**src/rtl/core/assert_macros.svh**
```systemverilog
// Assertion helpers for the frame receiver.
// Each expects clk and rst_n in scope at the point of use.
`ifndef ASSERT_MACROS_SVH
`define ASSERT_MACROS_SVH

`ifndef SYNTHESIS

`define STX_ASSERT_SAME(name, ante, cons, msg) \
    name: assert property (@(posedge clk) disable iff (!rst_n) (ante) |-> (cons)) \
        else $error(msg);

`define STX_ASSERT_NEXT(name, ante, cons, msg) \
    name: assert property (@(posedge clk) disable iff (!rst_n) (ante) |=> (cons)) \
        else $error(msg);

`else

`define STX_ASSERT_SAME(name, ante, cons, msg)

`define STX_ASSERT_NEXT(name, ante, cons, msg)

`endif

`endif

```
**src/rtl/core/stxlfr_pkg.sv**
```systemverilog
package stxlfr_pkg;

    localparam logic [7:0]  START_BYTE       = 8'h02;
    localparam logic [15:0] MAX_LEN_RESET    = 16'd1024;
    localparam logic [15:0] TICK_LIMIT_RESET = 16'd2000;
    localparam logic [16:0] HEADER_BYTES     = 17'd4;

    typedef enum logic [2:0] {
        PH_IDLE   = 3'd0,
        PH_CMD    = 3'd1,
        PH_SUBCMD = 3'd2,
        PH_LENHI  = 3'd3,
        PH_LENLO  = 3'd4,
        PH_DATA   = 3'd5,
        PH_CHK1   = 3'd6,
        PH_CHK2   = 3'd7
    } phase_t;

    localparam logic [2:0] FK_CMD    = 3'd0;
    localparam logic [2:0] FK_SUBCMD = 3'd1;
    localparam logic [2:0] FK_LENHI  = 3'd2;
    localparam logic [2:0] FK_LENLO  = 3'd3;
    localparam logic [2:0] FK_DATA   = 3'd4;
    localparam logic [2:0] FK_CHK1   = 3'd5;
    localparam logic [2:0] FK_CHK2   = 3'd6;

    localparam logic [1:0] ST_BYTE     = 2'd0;
    localparam logic [1:0] ST_COMPLETE = 2'd1;
    localparam logic [1:0] ST_TOO_LONG = 2'd2;
    localparam logic [1:0] ST_TIMEOUT  = 2'd3;

    localparam logic KIND_BYTE = 1'b0;
    localparam logic KIND_TICK = 1'b1;

    localparam logic REG_MAX_LEN    = 1'b0;
    localparam logic REG_TICK_LIMIT = 1'b1;

    typedef struct packed {
        logic       kind;
        logic [7:0] rx_byte;
    } rx_item_t;

    typedef struct packed {
        logic [7:0]  byte_value;
        logic [16:0] byte_index;
        logic [2:0]  field_kind;
        logic [1:0]  status;
        logic        last;
    } res_item_t;

    typedef struct packed {
        logic [15:0] max_payload_length;
        logic [15:0] idle_tick_limit;
    } cfg_t;

endpackage

```
**src/rtl/core/stxlfr_regs.sv**
```systemverilog
`include "assert_macros.svh"

module stxlfr_regs
    import stxlfr_pkg::*;
(
    input  logic        clk,
    input  logic        rst_n,
    input  logic        psel,
    input  logic        penable,
    input  logic        pwrite,
    input  logic [2:0]  paddr,
    input  logic [31:0] pwdata,
    output logic [31:0] prdata,
    output logic        pready,
    output cfg_t        cfg
);

    logic        wr_en;
    logic [15:0] max_len_reg;
    logic [15:0] tick_limit_reg;

    assign pready = 1'b1;
    assign wr_en  = psel && penable && pwrite;

    // low address bits are a byte offset within the word
    always_ff @(posedge clk or negedge rst_n)
    begin
        if (!rst_n)
        begin
            max_len_reg    <= MAX_LEN_RESET;
            tick_limit_reg <= TICK_LIMIT_RESET;
        end
        else if (wr_en)
        begin
            unique case (paddr[2])
                REG_MAX_LEN:    max_len_reg    <= pwdata[15:0];
                REG_TICK_LIMIT: tick_limit_reg <= pwdata[15:0];
                default:        max_len_reg    <= max_len_reg;
            endcase
        end
    end

    always_comb
    begin
        unique case (paddr[2])
            REG_MAX_LEN:    prdata = {16'd0, max_len_reg};
            REG_TICK_LIMIT: prdata = {16'd0, tick_limit_reg};
            default:        prdata = 32'd0;
        endcase
    end

    assign cfg.max_payload_length = max_len_reg;
    assign cfg.idle_tick_limit    = tick_limit_reg;

    `STX_ASSERT_NEXT(a_max_len_write, wr_en && (paddr[2] == REG_MAX_LEN),
        max_len_reg == $past(pwdata[15:0]), "max length write lost")
    `STX_ASSERT_NEXT(a_limit_write, wr_en && (paddr[2] == REG_TICK_LIMIT),
        tick_limit_reg == $past(pwdata[15:0]), "tick limit write lost")
    `STX_ASSERT_NEXT(a_regs_hold, !wr_en,
        $stable(max_len_reg) && $stable(tick_limit_reg), "register changed without write")

endmodule

```
**src/rtl/core/stx_length_frame_receiver_top.sv**
```systemverilog
// STX length-prefixed frame receiver. Each request is either a received byte or an idle
// tick. In idle the receiver waits for the start byte 0x02 and drops it; it then passes on
// command, subcommand, the big-endian 16-bit length, that many payload bytes and two check
// bytes, each tagged with its position in the frame and its field kind, the second check
// byte marking the frame complete. Check bytes are passed on unverified. A length above
// max_payload_length (register at 0x0) aborts the frame with an error result; more idle
// ticks than idle_tick_limit (register at 0x4) return it to idle, with a timeout result if
// a frame was open. A request is taken into an input register and handled, as soon as the
// result register can advance, by one state update that loads the result register, so one
// request is accepted per clock while the result register can advance.
// Requests that cause no result still pass through the input register in order.
`include "assert_macros.svh"

module stx_length_frame_receiver_top
    import stxlfr_pkg::*;
(
    input  logic        clk,
    input  logic        rst_n,
    input  logic        rx_valid,
    output logic        rx_ready,
    input  rx_item_t    rx_item,
    output logic        res_valid,
    input  logic        res_ready,
    output res_item_t   res_item,
    input  logic        psel,
    input  logic        penable,
    input  logic        pwrite,
    input  logic [2:0]  paddr,
    input  logic [31:0] pwdata,
    output logic [31:0] prdata,
    output logic        pready
);

    cfg_t        cfg;

    logic        stage_valid_reg;
    rx_item_t    stage_item_reg;
    logic        advance;

    phase_t      phase_reg,      phase_next;
    logic [16:0] byte_count_reg, byte_count_next;
    logic [15:0] frame_len_reg,  frame_len_next;
    logic [15:0] idle_ticks_reg, idle_ticks_next;

    logic        res_valid_reg;
    res_item_t   res_item_reg;
    logic        has_res;
    res_item_t   res_next;

    logic [16:0] count_inc;
    logic [16:0] data_end;
    logic [15:0] len_full;
    logic        tick_expired;
    logic        too_long;

    stxlfr_regs u_regs (
        .clk     (clk),
        .rst_n   (rst_n),
        .psel    (psel),
        .penable (penable),
        .pwrite  (pwrite),
        .paddr   (paddr),
        .pwdata  (pwdata),
        .prdata  (prdata),
        .pready  (pready),
        .cfg     (cfg)
    );

    assign advance  = stage_valid_reg && (!res_valid_reg || res_ready);
    assign rx_ready = !stage_valid_reg || advance;

    always_ff @(posedge clk or negedge rst_n)
    begin
        if (!rst_n)
        begin
            stage_valid_reg <= 1'b0;
        end
        else if (rx_ready)
        begin
            stage_valid_reg <= rx_valid;
        end
    end

    always_ff @(posedge clk)
    begin
        if (rx_valid && rx_ready)
        begin
            stage_item_reg <= rx_item;
        end
    end

    assign count_inc    = byte_count_reg + 17'd1;
    assign data_end     = {1'b0, frame_len_reg} + HEADER_BYTES;
    assign len_full     = {frame_len_reg[15:8], stage_item_reg.rx_byte};
    assign tick_expired = idle_ticks_reg >= cfg.idle_tick_limit;
    assign too_long     = len_full > cfg.max_payload_length;

    // next state
    always_comb
    begin
        phase_next      = phase_reg;
        byte_count_next = byte_count_reg;
        frame_len_next  = frame_len_reg;
        idle_ticks_next = 16'd0;
        if (stage_item_reg.kind == KIND_TICK)
        begin
            if (tick_expired)
            begin
                phase_next = PH_IDLE;
            end
            else
            begin
                idle_ticks_next = idle_ticks_reg + 16'd1;
            end
        end
        else
        begin
            unique case (phase_reg)
                PH_IDLE:
                begin
                    if (stage_item_reg.rx_byte == START_BYTE)
                    begin
                        phase_next      = PH_CMD;
                        byte_count_next = 17'd0;
                    end
                end
                PH_CMD:
                begin
                    phase_next      = PH_SUBCMD;
                    byte_count_next = 17'd1;
                end
                PH_SUBCMD:
                begin
                    phase_next      = PH_LENHI;
                    byte_count_next = 17'd2;
                end
                PH_LENHI:
                begin
                    phase_next      = PH_LENLO;
                    byte_count_next = 17'd3;
                    frame_len_next  = {stage_item_reg.rx_byte, 8'd0};
                end
                PH_LENLO:
                begin
                    byte_count_next = HEADER_BYTES;
                    frame_len_next  = len_full;
                    if (too_long)
                    begin
                        phase_next = PH_IDLE;
                    end
                    else if (len_full == 16'd0)
                    begin
                        phase_next = PH_CHK1;
                    end
                    else
                    begin
                        phase_next = PH_DATA;
                    end
                end
                PH_DATA:
                begin
                    byte_count_next = count_inc;
                    if (count_inc >= data_end)
                    begin
                        phase_next = PH_CHK1;
                    end
                end
                PH_CHK1:
                begin
                    byte_count_next = count_inc;
                    phase_next      = PH_CHK2;
                end
                PH_CHK2:
                begin
                    byte_count_next = count_inc;
                    phase_next      = PH_IDLE;
                end
                default:
                begin
                    phase_next = PH_IDLE;
                end
            endcase
        end
    end

    // result
    always_comb
    begin
        has_res             = 1'b0;
        res_next.byte_value = stage_item_reg.rx_byte;
        res_next.byte_index = byte_count_reg;
        res_next.field_kind = FK_CMD;
        res_next.status     = ST_BYTE;
        res_next.last       = 1'b0;
        if (stage_item_reg.kind == KIND_TICK)
        begin
            has_res             = tick_expired && (phase_reg != PH_IDLE);
            res_next.byte_value = 8'd0;
            res_next.status     = ST_TIMEOUT;
            res_next.last       = 1'b1;
        end
        else
        begin
            has_res = phase_reg != PH_IDLE;
            unique case (phase_reg)
                PH_IDLE:
                begin
                    has_res = 1'b0;
                end
                PH_CMD:
                begin
                    res_next.byte_index = 17'd0;
                    res_next.field_kind = FK_CMD;
                end
                PH_SUBCMD:
                begin
                    res_next.byte_index = 17'd1;
                    res_next.field_kind = FK_SUBCMD;
                end
                PH_LENHI:
                begin
                    res_next.byte_index = 17'd2;
                    res_next.field_kind = FK_LENHI;
                end
                PH_LENLO:
                begin
                    res_next.byte_index = 17'd3;
                    res_next.field_kind = FK_LENLO;
                    if (too_long)
                    begin
                        res_next.byte_value = 8'd0;
                        res_next.status     = ST_TOO_LONG;
                        res_next.last       = 1'b1;
                    end
                end
                PH_DATA:
                begin
                    res_next.field_kind = FK_DATA;
                end
                PH_CHK1:
                begin
                    res_next.field_kind = FK_CHK1;
                end
                PH_CHK2:
                begin
                    res_next.field_kind = FK_CHK2;
                    res_next.status     = ST_COMPLETE;
                    res_next.last       = 1'b1;
                end
                default:
                begin
                    has_res = 1'b0;
                end
            endcase
        end
    end

    always_ff @(posedge clk or negedge rst_n)
    begin
        if (!rst_n)
        begin
            phase_reg      <= PH_IDLE;
            byte_count_reg <= 17'd0;
            frame_len_reg  <= 16'd0;
            idle_ticks_reg <= 16'd0;
            res_valid_reg  <= 1'b0;
        end
        else if (advance)
        begin
            phase_reg      <= phase_next;
            byte_count_reg <= byte_count_next;
            frame_len_reg  <= frame_len_next;
            idle_ticks_reg <= idle_ticks_next;
            res_valid_reg  <= has_res;
        end
        else if (res_ready)
        begin
            res_valid_reg <= 1'b0;
        end
    end

    always_ff @(posedge clk)
    begin
        if (advance && has_res)
        begin
            res_item_reg <= res_next;
        end
    end

    assign res_valid = res_valid_reg;
    assign res_item  = res_item_reg;

    `STX_ASSERT_NEXT(a_last_closes_frame, advance && has_res && res_next.last,
        phase_reg == PH_IDLE, "frame still open after last result")
    `STX_ASSERT_SAME(a_data_in_range, phase_reg == PH_DATA,
        (byte_count_reg >= HEADER_BYTES) && (byte_count_reg < data_end),
        "payload position outside frame length")
    `STX_ASSERT_SAME(a_complete_on_chk2, res_valid_reg,
        (res_item_reg.status == ST_COMPLETE) == (res_item_reg.field_kind == FK_CHK2),
        "completion not tied to second check byte")
    `STX_ASSERT_NEXT(a_accept_staged, rx_valid && rx_ready,
        stage_valid_reg, "accepted request not staged")

endmodule

```
**config.mk**
```make
export PLATFORM = sky130hd
export DESIGN_NAME = stx_length_frame_receiver_top
export DESIGN_NICKNAME = d
export VERILOG_FILES = /design/src/rtl/core/stxlfr_pkg.sv /design/src/rtl/core/stxlfr_regs.sv /design/src/rtl/core/stx_length_frame_receiver_top.sv
export VERILOG_INCLUDE_DIRS = /design/src /design/src/rtl/core
export SDC_FILE = /design/constraint.sdc
export NUM_CORES = 1
export LEC_CHECK = 0
export ABC_CLOCK_PERIOD_IN_PS = 5400
export BUFFER_PORTS_ARGS = -buffer_cell sky130_fd_sc_hd__buf_4
export CORE_MARGIN = 5
export CORE_UTILIZATION = 54
export CTS_CLUSTER_DIAMETER = 200
export DETAILED_ROUTE_END_ITERATION = 10
export GPL_TIMING_DRIVEN = 0
export PLACE_DENSITY = 0.83
export SYNTH_ARGS = -nofsm -noshare
export SYNTH_HDL_FRONTEND = slang
export SYNTH_SLANG_ARGS = --single-unit
```
**constraint.sdc**
```tcl
create_clock -name clk -period 5.4 [get_ports clk]
set_clock_uncertainty 0.15 [all_clocks]
set_input_delay 0.54 -clock clk [delete_from_list [all_inputs] [get_ports clk]]
set_output_delay 0.54 -clock clk [all_outputs]
set_load 0.05 [all_outputs]
```
Word-level counts from Yosys, hierarchy flattened
Index checks and enable logic that the tools add are counted.
- register bits after elaboration: 126
- bits in latches: 0
- memory bits (writable): 0
- memory bits (read-only): 0
- input port bits: 51
- output and inout port bits: 66
- word-level logic and storage cells: 83
- memories kept: 0
- add/sub/neg operators: 3
- $mul: 0
- divide/modulo/power cells: 0
- order comparisons: 3
- equal/unequal tests: 12
- shift-type cells: 0
- muxes and demuxes: 24
- bitwise gates (word level): 3
- reductions and logical operators: 22
- operators by type and width (operator ; count):
    case mux 17 bit (6 select lines) ; 1
    case mux 17 bit (4 select lines) ; 1
    case mux 32 bit (2 select lines) ; 1
    two-way mux 16 bit ; 2
    case mux 16 bit (2 select lines) ; 1
    case mux 3 bit (8 select lines) ; 1
    two-way mux 20 bit ; 1
    two-way mux 3 bit ; 6
    case mux 3 bit (6 select lines) ; 1
    adder 16 x 3 -> 17 bit, second input constant ; 1
    adder 17 x 1 -> 17 bit, second input constant ; 1
    greater-or-equal comparator 17 bit ; 1
    two-way mux 17 bit ; 1
    adder 16 x 1 -> 16 bit, second input constant ; 1
    greater-or-equal comparator 16 bit ; 1
    > comparator 16 bit ; 1
    zero test 16 bit ; 1
    two-way mux 8 bit ; 2
    equality test 3 bit, second input constant ; 4
    equality test 8 x 2 -> 1 bit, second input constant ; 1
    AND reduction 4 bit ; 2
    equality test 3 x 2 -> 1 bit, second input constant ; 2
    logical AND 1 bit ; 6
    != test 3 bit, second input constant ; 2
    15 further kinds ; 25

Logic depth before layout (Yosys ltp)
- depth after elaboration: 5
- mapped depth: 14
- depth with buffers taken out: 13

Cells and area by module
From an unflattened synthesis, not the netlist that was laid out.
- cells, all modules: 699
- area, all modules: 7449.6 um^2
- modules (own cells, without submodules) (module ; times used ; cells an instance ; area each (um^2) ; sequential area each (um^2)):
    stx_length_frame_receiver_top ; 1 ; 594 ; 5843.1 ; 2552.4
    stxlfr_regs ; 1 ; 105 ; 1606.5 ; 809.5

Worst setup path before layout
No wires, ideal clock.
- path kind: reg-to-reg
- from: reg byte_count_reg[0]
- to: reg phase_reg[0]
- library setup time: 0.121 ns
- arrival: 3.348 ns
- data required time: 5.129 ns
- setup slack: 1.781 ns
- stages on the path, launching flop included: 13
- buffers on the path: 0
- clock period less this slack: 3.619 ns
- path through: dfrtp_1 > ha_1 > nand4_1 > nor4_1 > nand3_1 > xnor2_1 > ha_1 > a21oi_1 > o211ai_1 > or4_1 > o31a_1 > and2_1 > a22o_1
- cells in the longest elaborated chain, start to end: 4
- RTL lines (element ; line ; source):
    start: declaration ; stx_length_frame_receiver_top.sv:41 ; logic [16:0] byte_count_reg, byte_count_next;
    start signal: assignment ; stx_length_frame_receiver_top.sv:271 ; byte_count_reg <= byte_count_next;
    adder 17 x 1 -> 17 bit ; stx_length_frame_receiver_top.sv:92 ; assign count_inc = byte_count_reg + 17'd1;
    greater-or-equal comparator 17 bit ; stx_length_frame_receiver_top.sv:163 ; if (count_inc >= data_end)
    != test 3 bit (no line) ; n/a ;
    AND reduction 4 bit (no line) ; n/a ;
    end signal: assignment ; stx_length_frame_receiver_top.sv:270 ; phase_reg <= phase_next;
    end: declaration ; stx_length_frame_receiver_top.sv:40 ; phase_t phase_reg, phase_next;
No other way between the ends.
A chain may end at the register's enable or synchronous reset.

Worst setup path after layout
Ends and elaborated chain as after synthesis.

==> flow_summary.ini <==
[sta]
slew_viol_final = 0
hold_violations = 0
tns_ns = 0
slew_headroom_pct = 26.25
tightestPinTransition_ns = 1.106
period_minus_slack_ns = 4.320
setup_viol = 0
rsz0062_at_grt = no
fin_crit_sh_pct = 80.00
fmax_mhz = 231.5
hold_ws_ns = 0.1410

[synth]
synth_top_family_by_area = simple AND/OR/NAND/NOR gates
synth_top_area_share_pct = 27.36
yosysMostFrequentCell = dfrtp_1
synth_compound_area_share_pct = 10.81
yosysSeqAreaShare_pct = 46.54
syn_avg_cell_area_um2 = 10.31
syn_inst = 701
synth_edf_count = 40
yosysTopAreaCell = dfrtp_1
synth_mux_area_share_pct = 6.408
ys.warnings.count = 0
syn-cell-area_um2 = 7224
ys.flop_type = dfrtp_1
synth_fa_ha_area_share_pct = 9.006
synth_common_cells = dfrtp_1, nand2_1, ha_1, inv_1
synth_xor_area_share_pct = 4.607
yosysUniqueCellTypes = 61
yosys.area_share.simple_pct = 16.83
ys_ff_latch = 126
synthTopCellsByArea = dfrtp_1, edfxtp_1, ha_1
async_flop_share_pct = 68.25

[detailed_routing]
vias_per_cell = 5.480
wl_per_cell_um = 16.30
top_layer_used = met4
dr_wl_met2_um = 8196
drt-total-wl_um = 16360
routed-wl-met3_um = 899
dr.pass1.iters = 5
drc = 0
first_iter_violations = 287
m1WireLength_um = 6733
vias = 5502
ant_nets = 0

[die]
boundaryPins = 117
start_util_pct = 54.77
die_h_um = 125.7
core.rowCount = 42
die_area_um2 = 15790
die_w_um = 125.7
core_area_um2 = 13190

[placement]
dp_hpwl_um = 11970
io_buffers = 80
place_congestion = 0.8618

[clock_tree]
clk_latency_ns = 0.43
cts_inserted_buffers = 17
clock-sinks = 126
h-tree-depth = 4
cts_hold_buf = 0
root_buffer = clkbuf_16
cts_tree = yes
clock_path_buffers = 2
cts_resized = 0
clkTransAtPathRegs_ns = 0.05
cts_setup_buffers = 0

[pwr]
vdd_drop_max_mv = 0.3122
power_density_nw_per_um2 = 405.1
leakage_nw = 4.046

[critical_path]
worstSetupStartpointType = flop
arrival_ns = 4.47
worst-path-max-fanout = 10
worstPathRequired_ns = 5.55
worstSetupEndpointType = flop
path_class = flop to flop
ff2ff_path_depth = 12

[global_route]
gr-total-overflow = 0
grt_pass1_wl_um = 27250
grt_max_degree = 87
antenna_found_initial = 0
grt_usage_pct = 21.56
grt_pass1_vias = 5606

[run]
maxCapViolCount = 0

[layout]
area_growth_pct = 21.32
fin_util_pct = 66.45
largest_reg_flops = 31
drive_above_1_share_pct = 23.07
antennaDiodeCount = 0
fin_nets = 918

[worst_hold_path]
holdPathStages = 1
hold_class = input pin to flop

[run_status]
outcome = complete, no violations
[routing by layer]
metal | global-route usage (%) | vias up
met5 | 0 | -
met4 | 9.885 | 0
met3 | 5.207 | 41
met2 | 36.25 | 170
met1 | 26.33 | 2631
li1 | - | 2660
[kinds of logic (layout without fill, tap and decap cells)]
kind of cell | after synthesis | count (layout)
other | 2 | 17
flip-flops | 126 | 126
AND/OR/NAND/NOR | 236 | 236
adder cells (fa/ha/maj) | 52 | 52
multiplexers | 42 | 42
AO/OA/AOI/OAI | 116 | 116
XOR/XNOR | 38 | 38
buffers and inverters | 89 | 201
[where the power goes]
group / switching (mW) / internal (mW)
combinational: 0.644 / 0.389
clock: 0.415 / 0.826
sequential: 0.127 / 1.15
total: 1.19 / 2.36
[area by class of cell]
type / instances / area, µm²
fillers: 1027 / 4425
multi-input cells: 501 / 3515
flip-flops and latches: 126 / 3362
repair buffers: 80 / 600.6
clock buffers: 23 / 530.5
plain buffers: 39 / 224.0
well taps: 176 / 220.2
inverters: 50 / 187.7
clock inverters: 9 / 125.1
[worst max-delay path, cell delays in order, from the launching register on]
cell	delay, ns
dfrtp_1	0.53
ha_1	0.33
nand4_1	0.17
nor4_1	0.71
and3_1	0.33
xor2_1	0.10
ha_1	0.22
and4bb_1	0.30
o211ai_1	0.12
or4_1	0.51
o31a_1	0.30
and2_1	0.21
a22o_1	0.22
[per-stage QoR]
| stage | power (mW) | instances | setup WS [ns] | instance area, µm² |
|---|---|---|---|---|
| 4_1_cts | 3.564 | 1004 | 1.084 | 8765 |
| 5_1_grt | 3.734 | 1004 | 0.8029 | 8765 |
| 2_1_floorplan | 2.008 | 716 | 1.781 | 7281 |
| 3_3_place_gp | 2.272 | 972 | 1.070 | 8102 |
| 3_5_place_dp | 2.312 | 972 | 1.109 | 8109 |
| 6_report | 3.551 | 1004 | 1.080 | 8765 |
[cells in the final DEF, fill, tap and decap left out, types with 11 or more instances in the layout]
| cell | n |
|---|---|
| dfrtp_1 | 79 |
| inv_1 | 50 |
| ha_1 | 52 |
| clkbuf_16 | 19 |
| nand4_1 | 12 |
| xor2_1 | 16 |
| nand3_1 | 24 |
| nand2_1 | 69 |
| a21oi_1 | 20 |
| edfxtp_1 | 40 |
| and2_1 | 11 |
| nor2_1 | 40 |
| mux2_2 | 34 |
| clkbuf_1 | 16 |
| o21ai_0 | 41 |
| xnor2_1 | 22 |
| buf_4 | 97 |
| nor2b_1 | 25 |
| a22o_1 | 12 |
| conb_1 | 17 |
| nand2b_1 | 14 |
[worst paths after layout]
| kind | from | end | slack [ns] |
|---|---|---|---|
| max in group asynchronous | rst_n | byte_count_reg[13] | 4.21 |
| max | byte_count_reg[0] | phase_reg[0] | 1.08 |
| min reg2reg | u_regs.max_len_reg[6] | u_regs.max_len_reg[6] | 0.35 |
| max reg2reg | byte_count_reg[0] | phase_reg[0] | 1.08 |
| min | rx_item[6] | len_full[6] | 0.14 |
| min in group asynchronous | rst_n | u_regs.tick_limit_reg[1] | 0.17 |
Note: power is estimated with default switching activity, not from simulation.
